### config.mk
export PLATFORM = sky130hd
export DESIGN_NAME = serial_packet_deframer_crc16
export DESIGN_NICKNAME = d
export VERILOG_FILES = /design/src/rtl/spdf_pkg.sv /design/src/rtl/spdf_crc16.sv /design/src/rtl/serial_packet_deframer_crc16.sv
export SDC_FILE = /design/constraint.sdc
export NUM_CORES = 1
export LEC_CHECK = 0
export BUFFER_PORTS_ARGS = -buffer_cell sky130_fd_sc_hd__buf_2
export CORE_UTILIZATION = 40
export DETAILED_ROUTE_END_ITERATION = 10
export MAX_ROUTING_LAYER = met4
export RECOVER_POWER = 100
export SYNTH_ARGS = -nofsm -noshare
export SYNTH_HDL_FRONTEND = slang
export SYNTH_SLANG_ARGS = --single-unit
export TNS_END_PERCENT = 30
### constraint.sdc
create_clock -name i_clk -period 8.62 [get_ports i_clk]
set_input_delay 0.431 -clock i_clk [delete_from_list [all_inputs] [get_ports i_clk]]
set_output_delay 0.431 -clock i_clk [all_outputs]
set_load 0.1 [all_outputs]
### src/rtl/spdf_pkg.sv
// shared constants, types and crc function for the serial packet deframer
package spdf_pkg;

    localparam logic [15:0] CRC_POLY  = 16'h1021;
    localparam logic [15:0] CRC_INIT  = 16'h0000;
    localparam logic [8:0]  HDR_BYTES = 9'd3;
    localparam logic [8:0]  POS_ADDR  = 9'd0;
    localparam logic [8:0]  POS_FUNC  = 9'd1;

    typedef enum logic {
        KIND_PAYLOAD   = 1'b0,
        KIND_FRAME_END = 1'b1
    } t_item_kind;

    typedef struct packed {
        logic update;
        logic clear;
    } t_crc_ctrl;

    // one byte of crc-16/xmodem, msb first
    function automatic logic [15:0] crc16_update(input logic [15:0] crc, input logic [7:0] b);
        logic [15:0] c;
        c = crc ^ {b, 8'h00};
        for (int k = 0; k < 8; k++) begin
            if (c[15]) begin
                c = {c[14:0], 1'b0} ^ CRC_POLY;
            end else begin
                c = {c[14:0], 1'b0};
            end
        end
        return c;
    endfunction

endpackage

### src/rtl/spdf_crc16.sv
// running crc-16/xmodem register with byte-wide update
module spdf_crc16
    import spdf_pkg::*;
(
    input  logic        i_clk,
    input  logic        i_rst_n,
    input  t_crc_ctrl   i_ctrl,
    input  logic [7:0]  i_byte,
    output logic [15:0] o_crc
);

    logic [15:0] r_crc;
    logic [15:0] n_crc;

    always_comb begin
        n_crc = r_crc;
        if (i_ctrl.clear) begin
            n_crc = CRC_INIT;
        end else if (i_ctrl.update) begin
            n_crc = crc16_update(r_crc, i_byte);
        end
    end

    always_ff @(posedge i_clk) begin
        if (!i_rst_n) begin
            r_crc <= CRC_INIT;
        end else begin
            r_crc <= n_crc;
        end
    end

    assign o_crc = r_crc;

endmodule

### src/rtl/serial_packet_deframer_crc16.sv
// Serial packet deframer: splits a byte stream into frames of a 3-byte header (address,
// function code, payload length), the payload and a crc-16/xmodem sent low byte first.
// Each payload byte goes out as one request tagged payload; the second crc byte yields
// one frame-end request with the header fields and the crc check result. Header bytes
// and the low crc byte produce nothing. A byte passes an input register, the framing and
// crc logic, and lands in the output register; one byte per cycle is sustained while the
// output is not stalled, with a byte-wide crc update. A bad crc is reported and framing
// simply restarts at the next byte.
module serial_packet_deframer_crc16
    import spdf_pkg::*;
(
    input  logic       i_clk,
    input  logic       i_rst_n,
    input  logic       i_in_valid,
    output logic       o_in_stall,
    input  logic [7:0] i_rx_byte,
    output logic       o_out_valid,
    input  logic       i_out_stall,
    output logic       o_item_kind,
    output logic [7:0] o_payload_byte,
    output logic [7:0] o_device_addr,
    output logic [7:0] o_function_code,
    output logic [7:0] o_payload_length,
    output logic       o_crc_match
);

    logic        r_s1_valid;
    logic [7:0]  r_s1_byte;
    logic [8:0]  r_pos;
    logic [8:0]  n_pos;
    logic [7:0]  r_hdr_addr;
    logic [7:0]  r_hdr_func;
    logic [7:0]  r_hdr_len;
    logic [7:0]  r_crc_lo;
    logic        r_out_valid;
    t_item_kind  r_out_kind;
    logic [7:0]  r_out_byte;
    logic [7:0]  r_out_addr;
    logic [7:0]  r_out_func;
    logic [7:0]  r_out_len;
    logic        r_out_match;

    logic        out_free;
    logic        s1_fire;
    logic        in_fire;
    logic [8:0]  pay_end;
    logic        is_hdr;
    logic        is_pay;
    logic        is_crc_lo;
    logic        is_crc_hi;
    logic [15:0] crc;
    t_crc_ctrl   crc_ctrl;

    assign out_free   = !r_out_valid || !i_out_stall;
    assign s1_fire    = r_s1_valid && out_free;
    assign o_in_stall = r_s1_valid && !out_free;
    assign in_fire    = i_in_valid && !o_in_stall;

    assign pay_end   = HDR_BYTES + {1'b0, r_hdr_len};
    assign is_hdr    = r_pos < HDR_BYTES;
    assign is_pay    = !is_hdr && (r_pos < pay_end);
    assign is_crc_lo = !is_hdr && (r_pos == pay_end);
    assign is_crc_hi = !is_hdr && (r_pos > pay_end);

    assign crc_ctrl.update = s1_fire && (is_hdr || is_pay);
    assign crc_ctrl.clear  = s1_fire && is_crc_hi;

    spdf_crc16 u_crc (
        .i_clk   (i_clk),
        .i_rst_n (i_rst_n),
        .i_ctrl  (crc_ctrl),
        .i_byte  (r_s1_byte),
        .o_crc   (crc)
    );

    always_comb begin
        n_pos = r_pos;
        if (s1_fire) begin
            n_pos = is_crc_hi ? 9'd0 : r_pos + 9'd1;
        end
    end

    // input register
    always_ff @(posedge i_clk) begin
        if (!i_rst_n) begin
            r_s1_valid <= 1'b0;
        end else if (in_fire) begin
            r_s1_valid <= 1'b1;
        end else if (s1_fire) begin
            r_s1_valid <= 1'b0;
        end
    end

    always_ff @(posedge i_clk) begin
        if (in_fire) begin
            r_s1_byte <= i_rx_byte;
        end
    end

    // frame state
    always_ff @(posedge i_clk) begin
        if (!i_rst_n) begin
            r_pos      <= 9'd0;
            r_hdr_addr <= 8'd0;
            r_hdr_func <= 8'd0;
            r_hdr_len  <= 8'd0;
            r_crc_lo   <= 8'd0;
        end else begin
            r_pos <= n_pos;
            if (s1_fire && is_hdr) begin
                if (r_pos == POS_ADDR) begin
                    r_hdr_addr <= r_s1_byte;
                end else if (r_pos == POS_FUNC) begin
                    r_hdr_func <= r_s1_byte;
                end else begin
                    r_hdr_len <= r_s1_byte;
                end
            end
            if (s1_fire && is_crc_lo) begin
                r_crc_lo <= r_s1_byte;
            end
        end
    end

    // output register
    always_ff @(posedge i_clk) begin
        if (!i_rst_n) begin
            r_out_valid <= 1'b0;
        end else if (s1_fire && (is_pay || is_crc_hi)) begin
            r_out_valid <= 1'b1;
        end else if (out_free) begin
            r_out_valid <= 1'b0;
        end
    end

    always_ff @(posedge i_clk) begin
        if (s1_fire && (is_pay || is_crc_hi)) begin
            r_out_kind  <= is_pay ? KIND_PAYLOAD : KIND_FRAME_END;
            r_out_byte  <= is_pay ? r_s1_byte : 8'd0;
            r_out_addr  <= r_hdr_addr;
            r_out_func  <= r_hdr_func;
            r_out_len   <= r_hdr_len;
            r_out_match <= is_crc_hi && ({r_s1_byte, r_crc_lo} == crc);
        end
    end

    assign o_out_valid      = r_out_valid;
    assign o_item_kind      = r_out_kind;
    assign o_payload_byte   = r_out_byte;
    assign o_device_addr    = r_out_addr;
    assign o_function_code  = r_out_func;
    assign o_payload_length = r_out_len;
    assign o_crc_match      = r_out_match;

`ifndef SYNTHESIS
    // position never runs past the high crc byte of a full-length frame
    a_pos_bound: assert property (@(posedge i_clk) disable iff (!i_rst_n)
        r_pos <= HDR_BYTES + 9'd256)
        else $error("frame position out of range");

    // the high crc byte closes the frame
    a_frame_restart: assert property (@(posedge i_clk) disable iff (!i_rst_n)
        s1_fire && is_crc_hi |=> r_pos == 9'd0 && crc == CRC_INIT)
        else $error("frame did not restart after crc");

    // a payload request never claims a crc match
    a_pay_no_match: assert property (@(posedge i_clk) disable iff (!i_rst_n)
        r_out_valid && r_out_kind == KIND_PAYLOAD |-> !r_out_match)
        else $error("payload request with crc match set");

    // a frame-end request carries a zero payload byte
    a_end_zero_byte: assert property (@(posedge i_clk) disable iff (!i_rst_n)
        r_out_valid && r_out_kind == KIND_FRAME_END |-> r_out_byte == 8'd0)
        else $error("frame-end request with nonzero payload byte");

    // a held output request is not overwritten
    a_out_hold: assert property (@(posedge i_clk) disable iff (!i_rst_n)
        r_out_valid && i_out_stall |=> r_out_valid && $stable(r_out_byte)
            && $stable(r_out_kind))
        else $error("stalled output request changed");
`endif

endmodule
Yosys cells after proc, flatten, opt, wreduce, memory -nomap -nowiden
Cells that the tools add are included.

Register bits after elaboration: 101. Word-level logic and storage cells: 90. Bits in read-only memories: 0. Bits in latches: 0. Output and inout bits: 36. RAM bits: 0. Memories kept: 0. Input port bits: 12.

Shift operators: 0. Bitwise operators: 12. Multiply operators: 0. $add $sub $neg: 2. Equal/unequal tests: 3. Muxes and demuxes: 28. Reduce and logical (&&, ||, !) cells: 27. Div/mod/pow operators: 0. Magnitude comparators: 3.

Operators with widths (number): $mux W16 (14); $mux W13 (8); $not A3 Y3 (8); $eq A16 B16 Y1 (1); $xor A16 B16 Y16 (1); $logic_and A1 B1 Y1 (12); $add A2 B8 Y9 const A (1); $add A9 B1 Y9 const B (1); $eq A9 B1 Y1 const B (1); $eq A9 B9 Y1 (1); $gt A9 B9 Y1 (1); $logic_not A9 Y1 (1); $lt A9 B2 Y1 const B (1); $lt A9 B9 Y1 (1); $mux W9 (1); $reduce_and A3 Y1 (2); $logic_not A1 Y1 (5); $mux W1 (5); $reduce_bool A2 Y1 (2); $logic_or A1 B1 Y1 (3); $not A1 Y1 (3); $reduce_and A2 Y1 (1); $reduce_or A2 Y1 (1).

Longest topological paths before layout
Word-level depth: 33. Gate-level depth with buffers: 12. Mapped depth without buffers: 11.

Modules after synthesis
From an unflattened synthesis, not the netlist that was laid out.

Cell total of the unflattened synthesis: 382. Area total of the unflattened synthesis: 4695.8 um2.

Modules (own cells, without submodules): serial_packet_deframer_crc16 (cells each 303, times used 1, area an instance 3728.6 um2); spdf_crc16 (cells each 79, times used 1, area an instance 967.2 um2).

Worst setup path before layout
Ideal clock, no wire load.

Path kind: reg2reg. From: reg r_hdr_len[0]. To: reg r_out_match, in the netlist o_crc_match (enable). Data arrival time: 3.839 ns. Clock period less this slack: 4.277 ns. Buffers on the path: 0. Slack: 4.343 ns. Data required time: 8.182 ns. Stages on the path, launching flop included: 11. Library setup time: 0.438 ns. Cells stage by stage: dfxtp_1 -> inv_1 -> ha_1 -> nor2_1 -> and3_1 -> xnor2_1 -> ha_1 -> a211oi_2 -> nor2_2 -> a2111o_1 -> a21oi_1.

Longest elaborated chain between the ends: 5. Elaborated cells on any way between the ends: 7.

RTL lines: start, declared (line serial_packet_deframer_crc16.sv:33) `logic [7:0] r_hdr_len;`; start signal, assigned (line serial_packet_deframer_crc16.sv:116) `r_hdr_len <= r_s1_byte;`; $add A2 B8 Y9 (*) (line serial_packet_deframer_crc16.sv:59) `assign pay_end = HDR_BYTES + {1'b0, r_hdr_len};`; $lt A9 B9 Y1 or $gt A9 B9 Y1 (tied branches) (line serial_packet_deframer_crc16.sv:61, serial_packet_deframer_crc16.sv:63); $logic_and A1 B1 Y1, on equally long branches (line serial_packet_deframer_crc16.sv:61, serial_packet_deframer_crc16.sv:63); $logic_or A1 B1 Y1 (*) (line serial_packet_deframer_crc16.sv:137) `if (s1_fire && (is_pay || is_crc_hi)) begin`; $logic_and A1 B1 Y1 (*) (line serial_packet_deframer_crc16.sv:137); end signal, assigned (line serial_packet_deframer_crc16.sv:143) `r_out_match <= is_crc_hi && ({r_s1_byte, r_crc_lo} == crc);`; end, declared (line serial_packet_deframer_crc16.sv:41) `logic r_out_match;`.

Mark *: on every way between the ends. The rest lies on a longest branch, timed or not. A chain may end at the register's enable or synchronous reset.

Worst setup path after layout
From: reg r_hdr_len[0]. To: reg r_out_addr[7], in the netlist o_device_addr[7] (enable).

Longest elaborated chain between the ends: 5. Elaborated cells on any way between the ends: 7.

RTL lines: $add A2 B8 Y9 (*) (line serial_packet_deframer_crc16.sv:59); $lt A9 B9 Y1 or $gt A9 B9 Y1 (tied branches) (line serial_packet_deframer_crc16.sv:61, serial_packet_deframer_crc16.sv:63); $logic_and A1 B1 Y1, on equally long branches (line serial_packet_deframer_crc16.sv:61, serial_packet_deframer_crc16.sv:63); $logic_or A1 B1 Y1 (*) (line serial_packet_deframer_crc16.sv:137); $logic_and A1 B1 Y1 (*) (line serial_packet_deframer_crc16.sv:137); end signal, assigned (line serial_packet_deframer_crc16.sv:140) `r_out_addr <= r_hdr_addr;`; end, declared (line serial_packet_deframer_crc16.sv:38) `logic [7:0] r_out_addr;`.

Marked as above.

==> summary.txt <==
Route
  – Vias per cell: 5.06
  – DR DRC count: 0
  – Vias post-DR: 2855
  – Pre-Repair DR Iteration Count: 6
  – Antenna viol nets, final: 0
  – Initial DRC Count: 101
  – Final wirelength: 9.00 mm
  – Detailed-route wire length per cell: 16.0 um

STA
  – Slew Limit Fails: 47
  – FMAX: 193 MHz
  – Final setup TNS: 0 ns
  – Worst setup margin: 3.43 ns
  – Final hold vios: 0
  – RSZ-0062 raised after global routing: false
  – Slew HR: -113%
  – Finish-stage setup viols: 0
  – Final hold slack: 0.237 ns
  – Layout Skew: 0.0155 ns
  – Period utilization: 60.2%
  – Worst slew pin tran: 3.20 ns
  – Tmin final: 5.19 ns

CTS
  – Num CTS Buffers: 9
  – Root Buffer: clkbuf_8
  – Clock Latency Late Sink: 0.36 ns
  – CTS tree: done
  – Clock Sinks: 101
  – CTS Hold Buffers Added: 0
  – Clock transition at the registers of the reported paths: 0.11 ns
  – Post_cts resized: 0
  – Clk buf depth: 2
  – H-tree levels: 3
  – Postcts setup bufs: 0

Placed design
  – Global placement routability congestion: 0.810
  – Dpl ws: 5.01 ns
  – Post-DP HPWL: 6.25 mm
  – I/O Buffers: 47
  – Dpl cell area: 0.00484 mm^2
  – Placed Cells incl. Taps: 548

Cells and area
  – Area of the multi-input gates: 0.00188 mm^2
  – FF+latch area: 0.00244 mm^2
  – Layout Cells excl Fill: 564
  – Fill count: 1024
  – Antenna cell count: 0
  – Fin nets: 444
  – Synthesis-to-layout area growth: 10.0%
  – Most common cell after layout, fill and taps aside: dfxtp_1
  – Fin util: 45.3%
  – Number of flip-flops in the largest register: 16
  – Fin area: 0.00493 mm^2
  – Layout cells sized above 1: 10.1%
  – Most frequent cells in the layout: dfxtp_1 (59), edfxtp_1 (42), clkbuf_1 (37)

Worst setup path
  – Startpoint Class: flop
  – Crit path kind: flop to flop
  – Critical Path RT: 8.53 ns
  – CP Capture Type: flop
  – Worst-path fanout max: 35
  – Slowest Stage Delay on Critical Path: 2.39 ns
  – Crit-path cells: inv_1 > ha_1 > nor2_1 > and3_1 > xnor2_1 > ha_1 > a211oi_1 > nor2_1 > a2111o_1 > a21oi_1
  – Crit-path leading delay family: compound AO/OA/AOI/OAI gates
  – Worst path buffer plus inverter count: 1
  – Critical path arrival: 5.09 ns
  – Slowest CP cell: a21oi_1

Yosys
  – Number of synthesized flops with an enable pin: 42
  – Post-Syn Area per Cell: 12.1 um^2
  – Seq/Total Area, Yosys: 54.5%
  – Flops & latches, synth: 101
  – Yosys warns: 0
  – Synthesized Nets: 397
  – FFs w/ async S/R, synth: 0%
  – Syn Inst Count: 372
  – Post-synth top flop: dfxtp_1
  – Mapped cell area: 0.00448 mm^2
  – Distinct cells, synth: 42

Power and ir drop
  – Fraction of power spent switching nets: 27.8%
  – Worst ir drop on vdd: 0.114 mV
  – Clock power share: 31.3%
  – Leakage power: 1.81 nW
  – P per Cell Area: 206 mW/mm^2
  – Pint: 735 uW
  – Psw: 283 uW
  – Total power: 1.02 mW
  – Logic pwr share: 15.0%
  – Part of the power in registers: 53.7%

Floorplanning
  – Top Ports: 48
  – Starting Density: 41.2%
  – Total die area: 0.0116 mm^2
  – Core area: 0.0109 mm^2
  – Die X: 108 um
  – Die H: 108 um
  – Rows: 38

GRT
  – Largest net degree at the start of global routing: 36
  – Grt met3 use: 2.91%
  – Met1 Use GR: 22.1%
  – Grt ovf: 0
  – First-pass GRT wire length: 14.4 mm
  – Total global-route track usage: 16.9%
  – Met2 Usage GRT: 26.7%
  – Number of global-route vias before repair: 2718
  – Initial antenna violation count: 0
  – GR peak layer: met2

Min path
  – HP Class: input port to flop

Run status
  – Status: finished with violations
  – Failing checks: max-capacitance violations, max-slew violations

Flow run
  – Max cap viols: 2
==> area by class of cell <==
type,instances,share of cell area (%)
Sequential cell,101,49.5
Multi-Input combinational cell,253,38.1
Timing Repair Buffer,48,3.93
Tap cell,140,3.55
Clock buffer,9,2.51
Clock inverter,7,1.90
Inverter,6,0.457
==> cell families after synthesis <==
| kind of cell | count (synthesis) | share of synthesized area, % |
|---|---|---|
| AND/OR/NAND/NOR | 120 | 16.3 |
| flip-flops | 101 | 54.5 |
| XOR/XNOR | 45 | 8.79 |
| AO/OA/AOI/OAI | 43 | 7.59 |
| multiplexers | 32 | 7.14 |
| buffers and inverters | 18 | 2.07 |
| adder cells (fa/ha/maj) | 13 | 3.63 |
==> layer usage <==
| metal | up-vias | wire, um |
|---|---|---|
| met3 | 10 | 305 |
| met5 | - | 0 |
| li1 | 1429 | - |
| met4 | 0 | 123 |
| met2 | 54 | 4280 |
| met1 | 1362 | 4290 |
==> synthesized netlist by cell type, types with 7 or more instances <==
| master | number | area, um^2 |
|---|---|---|
| nor2b_1 | 33 | 206 |
| a21oi_1 | 16 | 80.1 |
| xor2_1 | 16 | 140 |
| ha_1 | 13 | 163 |
| and3_2 | 7 | 52.6 |
| edfxtp_1 | 42 | 1260 |
| dfxtp_1 | 59 | 1180 |
| nor2_1 | 12 | 45.0 |
| nand3_1 | 15 | 75.1 |
| o21ai_0 | 11 | 55.1 |
| nor3_1 | 12 | 60.1 |
| mux2i_1 | 32 | 320 |
| nand2_1 | 11 | 41.3 |
| xnor2_1 | 29 | 254 |
==> power groups by stage <==
stage / clock [mW] / sequential, mW / combinational [mW]
finish: 0.318 / 0.547 / 0.153
global route: 0.343 / 0.550 / 0.171
CTS: 0.327 / 0.547 / 0.157
detailed placement: 0 / 0.557 / 0.156
global placement: 0 / 0.557 / 0.154
floorplan: 0 / 0.549 / 0.130
==> final timing paths <==
| path | from | endpoint | slack [ns] | cells past startpoint |
|---|---|---|---|---|
| setup / recovery | r_hdr_len[0]$_SDFFE_PN0P_ | o_device_addr[7]$_DFFE_PP_ | 3.43 | 10 |
| hold / removal | i_rx_byte[0] | r_s1_byte[0]$_DFFE_PP_ | 0.24 | 1 |
| setup reg to reg | r_hdr_len[0]$_SDFFE_PN0P_ | o_device_addr[7]$_DFFE_PP_ | 3.43 | 10 |
| hold reg to reg | r_hdr_func[2]$_SDFFE_PN0P_ | o_function_code[2]$_DFFE_PP_ | 0.44 | 0 |
==> worst register-to-register path: stages (launching register included) <==
cell,delay (ns)
dfxtp_1,0.40
inv_1,0.08
ha_1,0.22
nor2_1,0.16
and3_1,0.21
xnor2_1,0.14
ha_1,0.29
a211oi_1,0.27
nor2_1,0.15
a2111o_1,0.41
a21oi_1,2.39
Note: power is estimated with default switching activity, not from simulation.
